--- src/fci_pkg.sv ---
// ----------------------------------------------------------------------------
// fci_pkg: shared types and constants for the fan curve interpolator
// Field widths, curve geometry, register indexes and pipeline records.
// ----------------------------------------------------------------------------
package fci_pkg;

  // Field widths
  localparam int TempW     = 8;
  localparam int DutyW     = 8;
  localparam int CountW    = 5;
  localparam int CfgDataW  = 64;
  localparam int CfgIdxW   = 3;

  // Curve geometry
  localparam int MaxCurvePoints = 16;
  localparam int PointIdxW      = $clog2(MaxCurvePoints);
  localparam int PointsPerWord  = 4;
  localparam int CurveWords     = MaxCurvePoints / PointsPerWord;
  localparam int PointW         = TempW + DutyW;

  localparam logic [CountW-1:0] MinPointCount   = CountW'(2);
  localparam logic [CountW-1:0] MaxPointCount   = CountW'(MaxCurvePoints);
  localparam logic [CountW-1:0] PointCountReset = CountW'(2);
  localparam logic [DutyW-1:0]  HottestDuty     = DutyW'(100);

  // Divider: quotient never exceeds the duty difference, so it fits DutyW bits
  localparam int DivSteps      = DutyW;
  localparam int StepsPerStage = 2;
  localparam int DivStages     = DivSteps / StepsPerStage;

  // Configuration register indexes
  typedef enum logic [CfgIdxW-1:0] {
    REG_POINT_COUNT  = 3'd0,
    REG_CURVE_WORD_0 = 3'd1,
    REG_CURVE_WORD_1 = 3'd2,
    REG_CURVE_WORD_2 = 3'd3,
    REG_CURVE_WORD_3 = 3'd4
  } fci_reg_t;

  // Segment record after point selection
  typedef struct packed {
    logic             direct;   // result known without interpolation
    logic [DutyW-1:0] dduty;    // that result
    logic             neg;      // duty falls along the segment
    logic [DutyW-1:0] da;       // lower duty
    logic [DutyW-1:0] diff;     // duty difference magnitude
    logic [TempW-1:0] offset;   // temperature above the lower point
    logic [TempW-1:0] width;    // segment width
  } fci_seg_t;

  // Record carried through the divider stages
  typedef struct packed {
    logic             direct;
    logic [DutyW-1:0] dduty;
    logic             neg;
    logic [DutyW-1:0] da;
    logic [TempW-1:0] divisor;
    logic [TempW-1:0] rem;      // partial remainder, always below divisor
    logic [DutyW-1:0] nq;       // dividend bits still to go, then quotient bits
  } fci_div_t;

endpackage

--- src/fci_in_if.sv ---
// ----------------------------------------------------------------------------
// fci_in_if: temperature sample channel
// Valid/ready channel carrying one temperature beat.
// ----------------------------------------------------------------------------
interface fci_in_if;
  logic                       valid;
  logic                       ready;
  logic [fci_pkg::TempW-1:0]  temperature;
  logic                       hottest_step;

  modport source (output valid, output temperature, output hottest_step, input ready);
  modport sink   (input valid, input temperature, input hottest_step, output ready);
endinterface

--- src/fci_out_if.sv ---
// ----------------------------------------------------------------------------
// fci_out_if: fan duty channel
// Valid/ready channel carrying one duty beat.
// ----------------------------------------------------------------------------
interface fci_out_if;
  logic                       valid;
  logic                       ready;
  logic [fci_pkg::DutyW-1:0]  fan_duty;

  modport source (output valid, output fan_duty, input ready);
  modport sink   (input valid, input fan_duty, output ready);
endinterface

--- src/fci_cfg_if.sv ---
// ----------------------------------------------------------------------------
// fci_cfg_if: configuration write channel
// Valid/ready channel carrying a register index and write data.
// ----------------------------------------------------------------------------
interface fci_cfg_if;
  logic                          valid;
  logic                          ready;
  logic [fci_pkg::CfgIdxW-1:0]   index;
  logic [fci_pkg::CfgDataW-1:0]  data;

  modport source (output valid, output index, output data, input ready);
  modport sink   (input valid, input index, input data, output ready);
endinterface

--- src/fan_curve_interpolator.sv ---
// ----------------------------------------------------------------------------
// fan_curve_interpolator: piecewise-linear fan curve lookup
// Maps a temperature to a fan duty through a configured curve of up to
// sixteen points, with a forced full-step duty.
// ----------------------------------------------------------------------------
// Usage:
//   in_chan  : one beat per sample (temperature, hottest_step).
//   out_chan : one fan_duty beat per input beat, in order.
//   cfg_chan : register writes (point count, four curve words); always
//              ready. Write only while no sample is in flight.
// Stages: segment search, point fetch and offsets, multiply, four
//   divider stages of two quotient bits each, then the final add or
//   subtract into the output register.
// Throughput: one sample per cycle unless stalled; the whole pipeline advances together.
// Reset: pipeline emptied, point count 2, all curve words zero.
// Stall: when out_chan is not ready and the output register holds a beat,
//   every stage holds and in_chan.ready drops; nothing is lost or repeated.
// ----------------------------------------------------------------------------
module fan_curve_interpolator (
  input  logic clk,
  input  logic rst_n,
  fci_in_if.sink    in_chan,
  fci_out_if.source out_chan,
  fci_cfg_if.sink   cfg_chan
);
  import fci_pkg::*;

  // Configuration registers
  logic [CountW-1:0]   point_count_r;
  logic [CfgDataW-1:0] curve_r [CurveWords];

  // Unpacked curve points
  logic [TempW-1:0] pt_temp [MaxCurvePoints];
  logic [DutyW-1:0] pt_duty [MaxCurvePoints];

  logic adv;

  // Stage 1: segment search
  logic                 v1_r;
  logic [TempW-1:0]     temp1_r;
  logic                 hot1_r;
  logic                 low1_r;
  logic                 found1_r;
  logic [PointIdxW-1:0] sel1_r;
  logic [PointIdxW-1:0] last1_r;
  logic                 low_nxt;
  logic                 found_nxt;
  logic [PointIdxW-1:0] sel_nxt;
  logic [PointIdxW-1:0] last_nxt;
  logic [CountW-1:0]    n_clamp;

  // Stage 2: segment record
  logic     v2_r;
  fci_seg_t seg2_r;
  fci_seg_t seg_nxt;

  // Stage 3: product, divider entry
  logic     v3_r;
  fci_div_t div3_r;
  fci_div_t div_nxt;

  // Divider chain
  logic     dv   [DivStages+1];
  fci_div_t drec [DivStages+1];

  // Output register
  logic             out_valid_r;
  logic [DutyW-1:0] out_duty_r;
  logic [DutyW-1:0] duty_nxt;

  // Write configuration registers; indexes beyond the list are dropped
  assign cfg_chan.ready = 1'b1;

  always_ff @(posedge clk) begin
    if (!rst_n) begin
      point_count_r <= PointCountReset;
      for (int w = 0; w < CurveWords; w++) begin
        curve_r[w] <= '0;
      end
    end else if (cfg_chan.valid) begin
      unique case (cfg_chan.index)
        REG_POINT_COUNT:  point_count_r <= cfg_chan.data[CountW-1:0];
        REG_CURVE_WORD_0: curve_r[0]    <= cfg_chan.data;
        REG_CURVE_WORD_1: curve_r[1]    <= cfg_chan.data;
        REG_CURVE_WORD_2: curve_r[2]    <= cfg_chan.data;
        REG_CURVE_WORD_3: curve_r[3]    <= cfg_chan.data;
        default: ;
      endcase
    end
  end

  // Unpack points: temperature low byte, duty high byte
  always_comb begin
    for (int w = 0; w < CurveWords; w++) begin
      for (int p = 0; p < PointsPerWord; p++) begin
        pt_temp[w*PointsPerWord + p] = curve_r[w][p*PointW +: TempW];
        pt_duty[w*PointsPerWord + p] = curve_r[w][p*PointW + TempW +: DutyW];
      end
    end
  end

  // Whole pipeline moves when the output register is free or being drained
  assign adv           = !out_valid_r || out_chan.ready;
  assign in_chan.ready = adv;

  // Clamp point count, find first point not below the temperature
  always_comb begin
    logic [CountW-1:0] n_m1;
    if (point_count_r < MinPointCount) begin
      n_clamp = MinPointCount;
    end else if (point_count_r > MaxPointCount) begin
      n_clamp = MaxPointCount;
    end else begin
      n_clamp = point_count_r;
    end
    n_m1      = n_clamp - CountW'(1);
    last_nxt  = n_m1[PointIdxW-1:0];
    low_nxt   = in_chan.temperature <= pt_temp[0];
    found_nxt = 1'b0;
    sel_nxt   = '0;
    for (int k = MaxCurvePoints - 1; k >= 1; k--) begin
      if ((CountW'(k) < n_clamp) && (in_chan.temperature <= pt_temp[k])) begin
        found_nxt = 1'b1;
        sel_nxt   = PointIdxW'(k);
      end
    end
  end

  always_ff @(posedge clk) begin
    if (!rst_n) begin
      v1_r <= 1'b0;
    end else if (adv) begin
      v1_r <= in_chan.valid;
    end
  end

  always_ff @(posedge clk) begin
    if (adv) begin
      temp1_r  <= in_chan.temperature;
      hot1_r   <= in_chan.hottest_step;
      low1_r   <= low_nxt;
      found1_r <= found_nxt;
      sel1_r   <= sel_nxt;
      last1_r  <= last_nxt;
    end
  end

  // Fetch segment ends, form offset, width and duty difference
  always_comb begin
    logic [PointIdxW-1:0] lo_idx;
    logic [TempW-1:0]     ta;
    logic [TempW-1:0]     tb;
    logic [DutyW-1:0]     da;
    logic [DutyW-1:0]     db;
    lo_idx = sel1_r - PointIdxW'(1);
    ta     = pt_temp[lo_idx];
    tb     = pt_temp[sel1_r];
    da     = pt_duty[lo_idx];
    db     = pt_duty[sel1_r];

    seg_nxt.neg    = db < da;
    seg_nxt.da     = da;
    seg_nxt.diff   = (db < da) ? (da - db) : (db - da);
    seg_nxt.offset = temp1_r - ta;
    seg_nxt.width  = tb - ta;

    priority if (hot1_r) begin
      seg_nxt.direct = 1'b1;
      seg_nxt.dduty  = HottestDuty;
    end else if (low1_r) begin
      seg_nxt.direct = 1'b1;
      seg_nxt.dduty  = pt_duty[0];
    end else if (!found1_r) begin
      seg_nxt.direct = 1'b1;
      seg_nxt.dduty  = pt_duty[last1_r];
    end else begin
      seg_nxt.direct = 1'b0;
      seg_nxt.dduty  = '0;
    end
  end

  always_ff @(posedge clk) begin
    if (!rst_n) begin
      v2_r <= 1'b0;
    end else if (adv) begin
      v2_r <= v1_r;
    end
  end

  always_ff @(posedge clk) begin
    if (adv) begin
      seg2_r <= seg_nxt;
    end
  end

  // Multiply difference by offset; high byte seeds the remainder
  always_comb begin
    logic [DutyW+TempW-1:0] prod;
    prod            = seg2_r.diff * seg2_r.offset;
    div_nxt.direct  = seg2_r.direct;
    div_nxt.dduty   = seg2_r.dduty;
    div_nxt.neg     = seg2_r.neg;
    div_nxt.da      = seg2_r.da;
    div_nxt.divisor = seg2_r.width;
    div_nxt.rem     = prod[DutyW+TempW-1:DutyW];
    div_nxt.nq      = prod[DutyW-1:0];
  end

  always_ff @(posedge clk) begin
    if (!rst_n) begin
      v3_r <= 1'b0;
    end else if (adv) begin
      v3_r <= v2_r;
    end
  end

  always_ff @(posedge clk) begin
    if (adv) begin
      div3_r <= div_nxt;
    end
  end

  // Divider stages
  assign dv[0]   = v3_r;
  assign drec[0] = div3_r;

  for (genvar g = 0; g < DivStages; g++) begin : g_div
    fci_div_stage u_stage (
      .clk       (clk),
      .rst_n     (rst_n),
      .adv       (adv),
      .in_valid  (dv[g]),
      .in_rec    (drec[g]),
      .out_valid (dv[g+1]),
      .out_rec   (drec[g+1])
    );
  end

  // Apply the quotient to the lower duty, or pass the direct result
  always_comb begin
    if (drec[DivStages].direct) begin
      duty_nxt = drec[DivStages].dduty;
    end else if (drec[DivStages].neg) begin
      duty_nxt = drec[DivStages].da - drec[DivStages].nq;
    end else begin
      duty_nxt = drec[DivStages].da + drec[DivStages].nq;
    end
  end

  always_ff @(posedge clk) begin
    if (!rst_n) begin
      out_valid_r <= 1'b0;
    end else if (adv) begin
      out_valid_r <= dv[DivStages];
    end
  end

  always_ff @(posedge clk) begin
    if (adv) begin
      out_duty_r <= duty_nxt;
    end
  end

  assign out_chan.valid    = out_valid_r;
  assign out_chan.fan_duty = out_duty_r;

endmodule

--- src/fci_div_stage.sv ---
// ----------------------------------------------------------------------------
// fci_div_stage: one register stage of the restoring divider
// Runs StepsPerStage restoring steps on the carried record and registers it.
// ----------------------------------------------------------------------------
module fci_div_stage (
  input  logic              clk,
  input  logic              rst_n,
  input  logic              adv,
  input  logic              in_valid,
  input  fci_pkg::fci_div_t in_rec,
  output logic              out_valid,
  output fci_pkg::fci_div_t out_rec
);
  import fci_pkg::*;

  logic     valid_r;
  fci_div_t rec_r;
  fci_div_t rec_nxt;

  // Shift one dividend bit into the remainder per step, subtract when it fits
  always_comb begin
    logic [TempW:0] trial;
    rec_nxt = in_rec;
    for (int s = 0; s < StepsPerStage; s++) begin
      trial = {rec_nxt.rem, rec_nxt.nq[DutyW-1]};
      if (trial >= {1'b0, rec_nxt.divisor}) begin
        rec_nxt.rem = TempW'(trial - {1'b0, rec_nxt.divisor});
        rec_nxt.nq  = {rec_nxt.nq[DutyW-2:0], 1'b1};
      end else begin
        rec_nxt.rem = trial[TempW-1:0];
        rec_nxt.nq  = {rec_nxt.nq[DutyW-2:0], 1'b0};
      end
    end
  end

  // Advance with the rest of the pipeline
  always_ff @(posedge clk) begin
    if (!rst_n) begin
      valid_r <= 1'b0;
    end else if (adv) begin
      valid_r <= in_valid;
    end
  end

  always_ff @(posedge clk) begin
    if (adv) begin
      rec_r <= rec_nxt;
    end
  end

  assign out_valid = valid_r;
  assign out_rec   = rec_r;

endmodule
--- src/flat_wrapper.sv ---
// flat-port wrapper written by rule: the top's interface ports become plain ports
module fan_curve_interpolator_flat import fci_pkg::*;
  (clk, rst_n, in_chan_valid, in_chan_temperature, in_chan_hottest_step, in_chan_ready, out_chan_valid, out_chan_fan_duty, out_chan_ready, cfg_chan_valid, cfg_chan_index, cfg_chan_data, cfg_chan_ready);
  fci_in_if in_chan_i ();
  fci_out_if out_chan_i ();
  fci_cfg_if cfg_chan_i ();
  input  logic clk;
  input  logic rst_n;
  input wire logic [$bits(in_chan_i.valid)-1:0] in_chan_valid;
  input wire logic [$bits(in_chan_i.temperature)-1:0] in_chan_temperature;
  input wire logic [$bits(in_chan_i.hottest_step)-1:0] in_chan_hottest_step;
  output wire logic [$bits(in_chan_i.ready)-1:0] in_chan_ready;
  output wire logic [$bits(out_chan_i.valid)-1:0] out_chan_valid;
  output wire logic [$bits(out_chan_i.fan_duty)-1:0] out_chan_fan_duty;
  input wire logic [$bits(out_chan_i.ready)-1:0] out_chan_ready;
  input wire logic [$bits(cfg_chan_i.valid)-1:0] cfg_chan_valid;
  input wire logic [$bits(cfg_chan_i.index)-1:0] cfg_chan_index;
  input wire logic [$bits(cfg_chan_i.data)-1:0] cfg_chan_data;
  output wire logic [$bits(cfg_chan_i.ready)-1:0] cfg_chan_ready;
  assign in_chan_i.valid = in_chan_valid;
  assign in_chan_i.temperature = in_chan_temperature;
  assign in_chan_i.hottest_step = in_chan_hottest_step;
  assign in_chan_ready = in_chan_i.ready;
  assign out_chan_valid = out_chan_i.valid;
  assign out_chan_fan_duty = out_chan_i.fan_duty;
  assign out_chan_i.ready = out_chan_ready;
  assign cfg_chan_i.valid = cfg_chan_valid;
  assign cfg_chan_i.index = cfg_chan_index;
  assign cfg_chan_i.data = cfg_chan_data;
  assign cfg_chan_ready = cfg_chan_i.ready;
  fan_curve_interpolator u_core (.clk(clk), .rst_n(rst_n), .in_chan(in_chan_i), .out_chan(out_chan_i), .cfg_chan(cfg_chan_i));
endmodule
--- config.mk ---
export PLATFORM = sky130hd
export DESIGN_NAME = fan_curve_interpolator_flat
export DESIGN_NICKNAME = d
export VERILOG_FILES = /design/src/fci_pkg.sv /design/src/fci_in_if.sv /design/src/fci_out_if.sv /design/src/fci_cfg_if.sv /design/src/fan_curve_interpolator.sv /design/src/fci_div_stage.sv /design/src/flat_wrapper.sv
export SDC_FILE = /design/constraint.sdc
export NUM_CORES = 1
export LEC_CHECK = 0
export BUFFER_PORTS_ARGS = -buffer_cell sky130_fd_sc_hd__buf_4
export CORE_ASPECT_RATIO = 1.5
export CORE_MARGIN = 10
export CORE_UTILIZATION = 39
export CTS_CLUSTER_SIZE = 24
export DETAILED_ROUTE_END_ITERATION = 10
export PLACE_DENSITY_LB_ADDON = 0.12
export SLEW_MARGIN = 30
export SYNTH_ARGS = -nofsm -noshare
export SYNTH_HDL_FRONTEND = slang
export SYNTH_HIERARCHICAL = 1
export SYNTH_SLANG_ARGS = --single-unit
export TNS_END_PERCENT = 50
--- constraint.sdc ---
create_clock -name clk -period 21.2 [get_ports clk]
set_clock_uncertainty 0.1 [all_clocks]
set_input_delay 2.12 -clock clk [delete_from_list [all_inputs] [get_ports clk]]
set_output_delay 2.12 -clock clk [all_outputs]
set_load 0.02 [all_outputs]
### Word level (Yosys, flattened, before mapping)

Memory sizes are Yosys's and may differ from the RTL's.
Cells that the tools add are included.

* add/subtract/negate cells: 15
* $mul: 1
* div/mod/pow operators: 0
* $lt $le $gt $ge: 45
* eq/ne operators: 4
* shift operators: 0
* muxes and demuxes: 66
* bitwise gates (word level): 7
* reductions and logical operators: 23

Operator list (number)
* $mux 64: 4
* $bmux 8 s4: 5
* $le 8x8->1: 16
* $mux 16: 7
* $mux 8: 14
* $sub 8x8->8: 12
* $ge 9x8->1: 8
* $lt 4x5->1 const A: 8
* $mux 4: 8
* $lt 3x5->1 const A: 4
* $mux 1: 19
* $mul 8x8->16: 1
* $ge 5x5->1 const B: 3
* $logic_and 1x1->1: 15
* $not 4->5: 3
* $reduce_or 14->1: 1
* $mux 3: 4
* $lt 2x5->1 const A: 2
* $mux 5: 2
* $mux 9: 1
* $add 8x8->8: 1
* $lt 8x8->1: 1
* $sub 4x1->4 const B: 2
* $reduce_or 7->1: 1
* 14 further kinds: 19

* register bits after elaboration: 276
* latch bits: 0
* bits in writable memories: 256
* bits in read-only memories: 0
* output and inout bits: 11
* word-level logic and storage cells: 220
* memories kept: 1

Memories
* u_core.curve_r: words 4, width 64, rd ports 4, clocked after Yosys merged registers in 0, write ports 4, RTL line fan_curve_interpolator.sv:30 `logic [CfgDataW-1:0] curve_r [CurveWords];`

### Logic depth before layout (Yosys ltp)

* depth after elaboration: 19
* depth in mapped cells: 22
* gate-level depth less buffers: 18

### By module

The synthesis kept the hierarchy.

Modules (own cells, without submodules)
* fan_curve_interpolator: instances 1, cells an instance 1946, area an instance 25271.7 µm²
* fci_div_stage: instances 4, cells an instance 165, area an instance 2232.1 µm²

### Least setup slack after synthesis

Ideal clock, no wire load.

* path kind: input-to-output
* from: in out_chan_ready
* to: out in_chan_ready
* data arrival time: 10.210 ns
* slack: 8.770 ns
* stages on the path: 2
* buffers on the path: 1
* cell sequence: nand2b_1 > clkbuf_1

* longest elaborated chain between the ends: 1

RTL lines
* start, declared: RTL line flat_wrapper.sv:15 `input wire logic [$bits(out_chan_i.ready)-1:0] out_chan_ready;`
* $logic_or 1x1->1: RTL line fan_curve_interpolator.sv:103 `assign adv = !out_valid_r || out_chan.ready;`
* end, declared: RTL line flat_wrapper.sv:12 `output wire logic [$bits(in_chan_i.ready)-1:0] in_chan_ready;`

Every way passes these cells.

==> metrics.txt <==
gr ovfl total=0; die width=259.2 µm; DP Wirelength=65.55 mm; DIE AREA=98,220 µm²; Slew @ Worst Pin=1.081 ns; Final Cell Area=37,350 µm²; gr usage total=18.39%; final setup vio count=0; Die Y=378.9 µm; final wirelength=90.51 mm; Longest Clk Path Bufs=3; final worst setup slack=16.08 ns; CTS clk-pin slew, worst paths=0.06 ns; CTS Buf Count=55; Final Hold Violating Endpoints=0; vias in the first global route=22,070; crit end category=flip-flop; Max Fclk=195.4 MHz; PortBufs=90; initial antenna violation count=1; routed vias/inst=5.469; VDD IR-drop max=0.1878 mV; CP Max Fanout=37; crit path launch type=flip-flop; Tcrit/Tclk final=24.14%; Ys Warns=6; Final ANT Viol Nets=0; pin count of the biggest net entering global routing=130; max-slew violations=0; worst path arrival time=5.41 ns; Initial Utilization=39.36%; status=finished, final reports clean; area of the multi-input gates=16,310 µm²; Mapped Nets=2,955; fraction of layout cells with a size suffix above 1=18.95%; Worst-Skew Late Latency=0.66 ns; hold crit path type=flip-flop to flip-flop; first-pass GRT wire length=136.4 mm; total core area=85,070 µm²; via count=20,910; fin crit period=5.117 ns; max cap viols=0; pwr dens=180.0 nW/µm²; Layout area overhead=11.55%; Nets=3,043; routed length per instance=23.68 µm; Post-route DRC=0; Setup CP Type=flip-flop to flip-flop; FF+latch area=15,850 µm²; Avg Synthesized Cell Area=13.08 µm²; CTS H-tree depth=2; CP required=21.50 ns; postcts setup bufs=0; dpl cell area=35,500 µm²; Hold Buf Count CTS=0; CTS tree=built; fillcell total=7,807; root buffer cell=clkbuf_16; unrepaired setup endpoints after global routing=false; Max-slew headroom=27.18%; Setup TNS Final=0 ns; Hold Slack=0.3126 ns; first-pass detailed-route iteration total=7; RePlAce Congestion=0.8998; leakage=14.88 nW; number of core rows=131; DP Worst Slack=15.70 ns; Top Ports=92; Post-CTS Resized=0; Synth Instances=2,560; mapped cell area=33,480 µm²; clock sinks=532; Initial DRC Count=1,514
registers in the layout, indices dropped and copies added (netlist names), 4 cells and up:
name / count
u_core/point_count_r: 5
u_core/last1_r: 4
u_core/div3_r: 42
u_core/out_chan.fan_duty: 8
u_core/seg2_r: 16
u_core/sel1_r: 4
u_core/g_div.u_stage/out_valid: 4
u_core/div_nxt: 26
u_core/temp1_r: 8
u_core/g_div.u_stage/out_rec: 152
u_core/curve_r: 256
layout make-up:
class / count / area share [%]
Inverter: 285 / 2.864
Multi-Input combinational cell: 1660 / 43.67
Clock inverter: 36 / 1.082
Antenna cell: 1 / 0.006699
Clock buffer: 65 / 3.785
Tap cell: 1130 / 3.785
Timing Repair Buffer: 114 / 2.388
Sequential cell: 532 / 42.42
placed cells by master, fill, tap and decap left out, drive strengths merged, types with 13 or more instances in the layout:
| cell type | count |
|---|---|
| o21a | 16 |
| a21oi | 123 |
| nand2 | 130 |
| and2 | 287 |
| o21ai | 63 |
| buf | 114 |
| nand2b | 16 |
| fa | 48 |
| nor3 | 15 |
| nand4 | 37 |
| mux4 | 200 |
| mux2 | 49 |
| ha | 266 |
| clkbuf | 65 |
| nor2 | 78 |
| clkinv | 18 |
| nor2b | 43 |
| dfxtp | 13 |
| nand3 | 24 |
| o211ai | 20 |
| xor2 | 22 |
| inv | 288 |
| mux2i | 22 |
| a21o | 25 |
| xnor2 | 54 |
| edfxtp | 519 |
path summary, 6_finish.rpt:
| kind | to | from | depth (start not counted) | slack (ns) |
|---|---|---|---|---|
| worst max-delay path | u_core/seg2_r[23] | u_core/sel1_r[1] | 16 | 16.08 |
| worst min-delay path | u_core/g_div[0].u_stage/out_rec[39] | u_core/div3_r[39] | 0 | 0.31 |
| worst max register to register | u_core/seg2_r[23] | u_core/sel1_r[1] | 16 | 16.08 |
| worst min register to register | u_core/g_div[0].u_stage/out_rec[39] | u_core/div3_r[39] | 0 | 0.31 |
critical path, stage by stage (launching register included):
cell and delay [ns]:
edfxtp_1 0.34, buf_4 0.46, buf_4 0.65, nor3_1 0.16
xnor2_2 0.19, buf_4 0.40, mux4_2 0.42, inv_1 0.09
ha_1 0.28, o21ai_2 0.20, a21oi_4 0.05, o21ai_4 0.34
mux2_4 0.35, nand2b_4 0.15, or3_1 0.39, a21oi_2 0.14
xnor2_1 0.08
per-layer routing:
metal,global-route usage (%),routed length [µm],up-vias
li1,-,-,9653
met1,20.52,34380,10640
met4,8.290,4229,0
met3,2.352,3164,150
met2,34.29,48740,471
met5,0,0,-
stage by stage:
stage	util, %	power, mW	std cells
CTS	43.86	6.807	3821
floorplan	-	4.832	2560
global route	43.91	7.326	3822
detailed placement	41.73	5.776	3720
finish	43.91	6.723	3823
global placement	41.71	5.715	3720
power breakdown:
group | leakage (nW) | internal [mW] | switching (mW)
Clock | 0.859 | 0.555 | 0.431
Sequential | 5.39 | 1.63 | 0.179
Combinational | 8.63 | 1.82 | 2.11
Total | 14.9 | 4.00 | 2.72
Note: power is estimated with default switching activity, not from simulation.
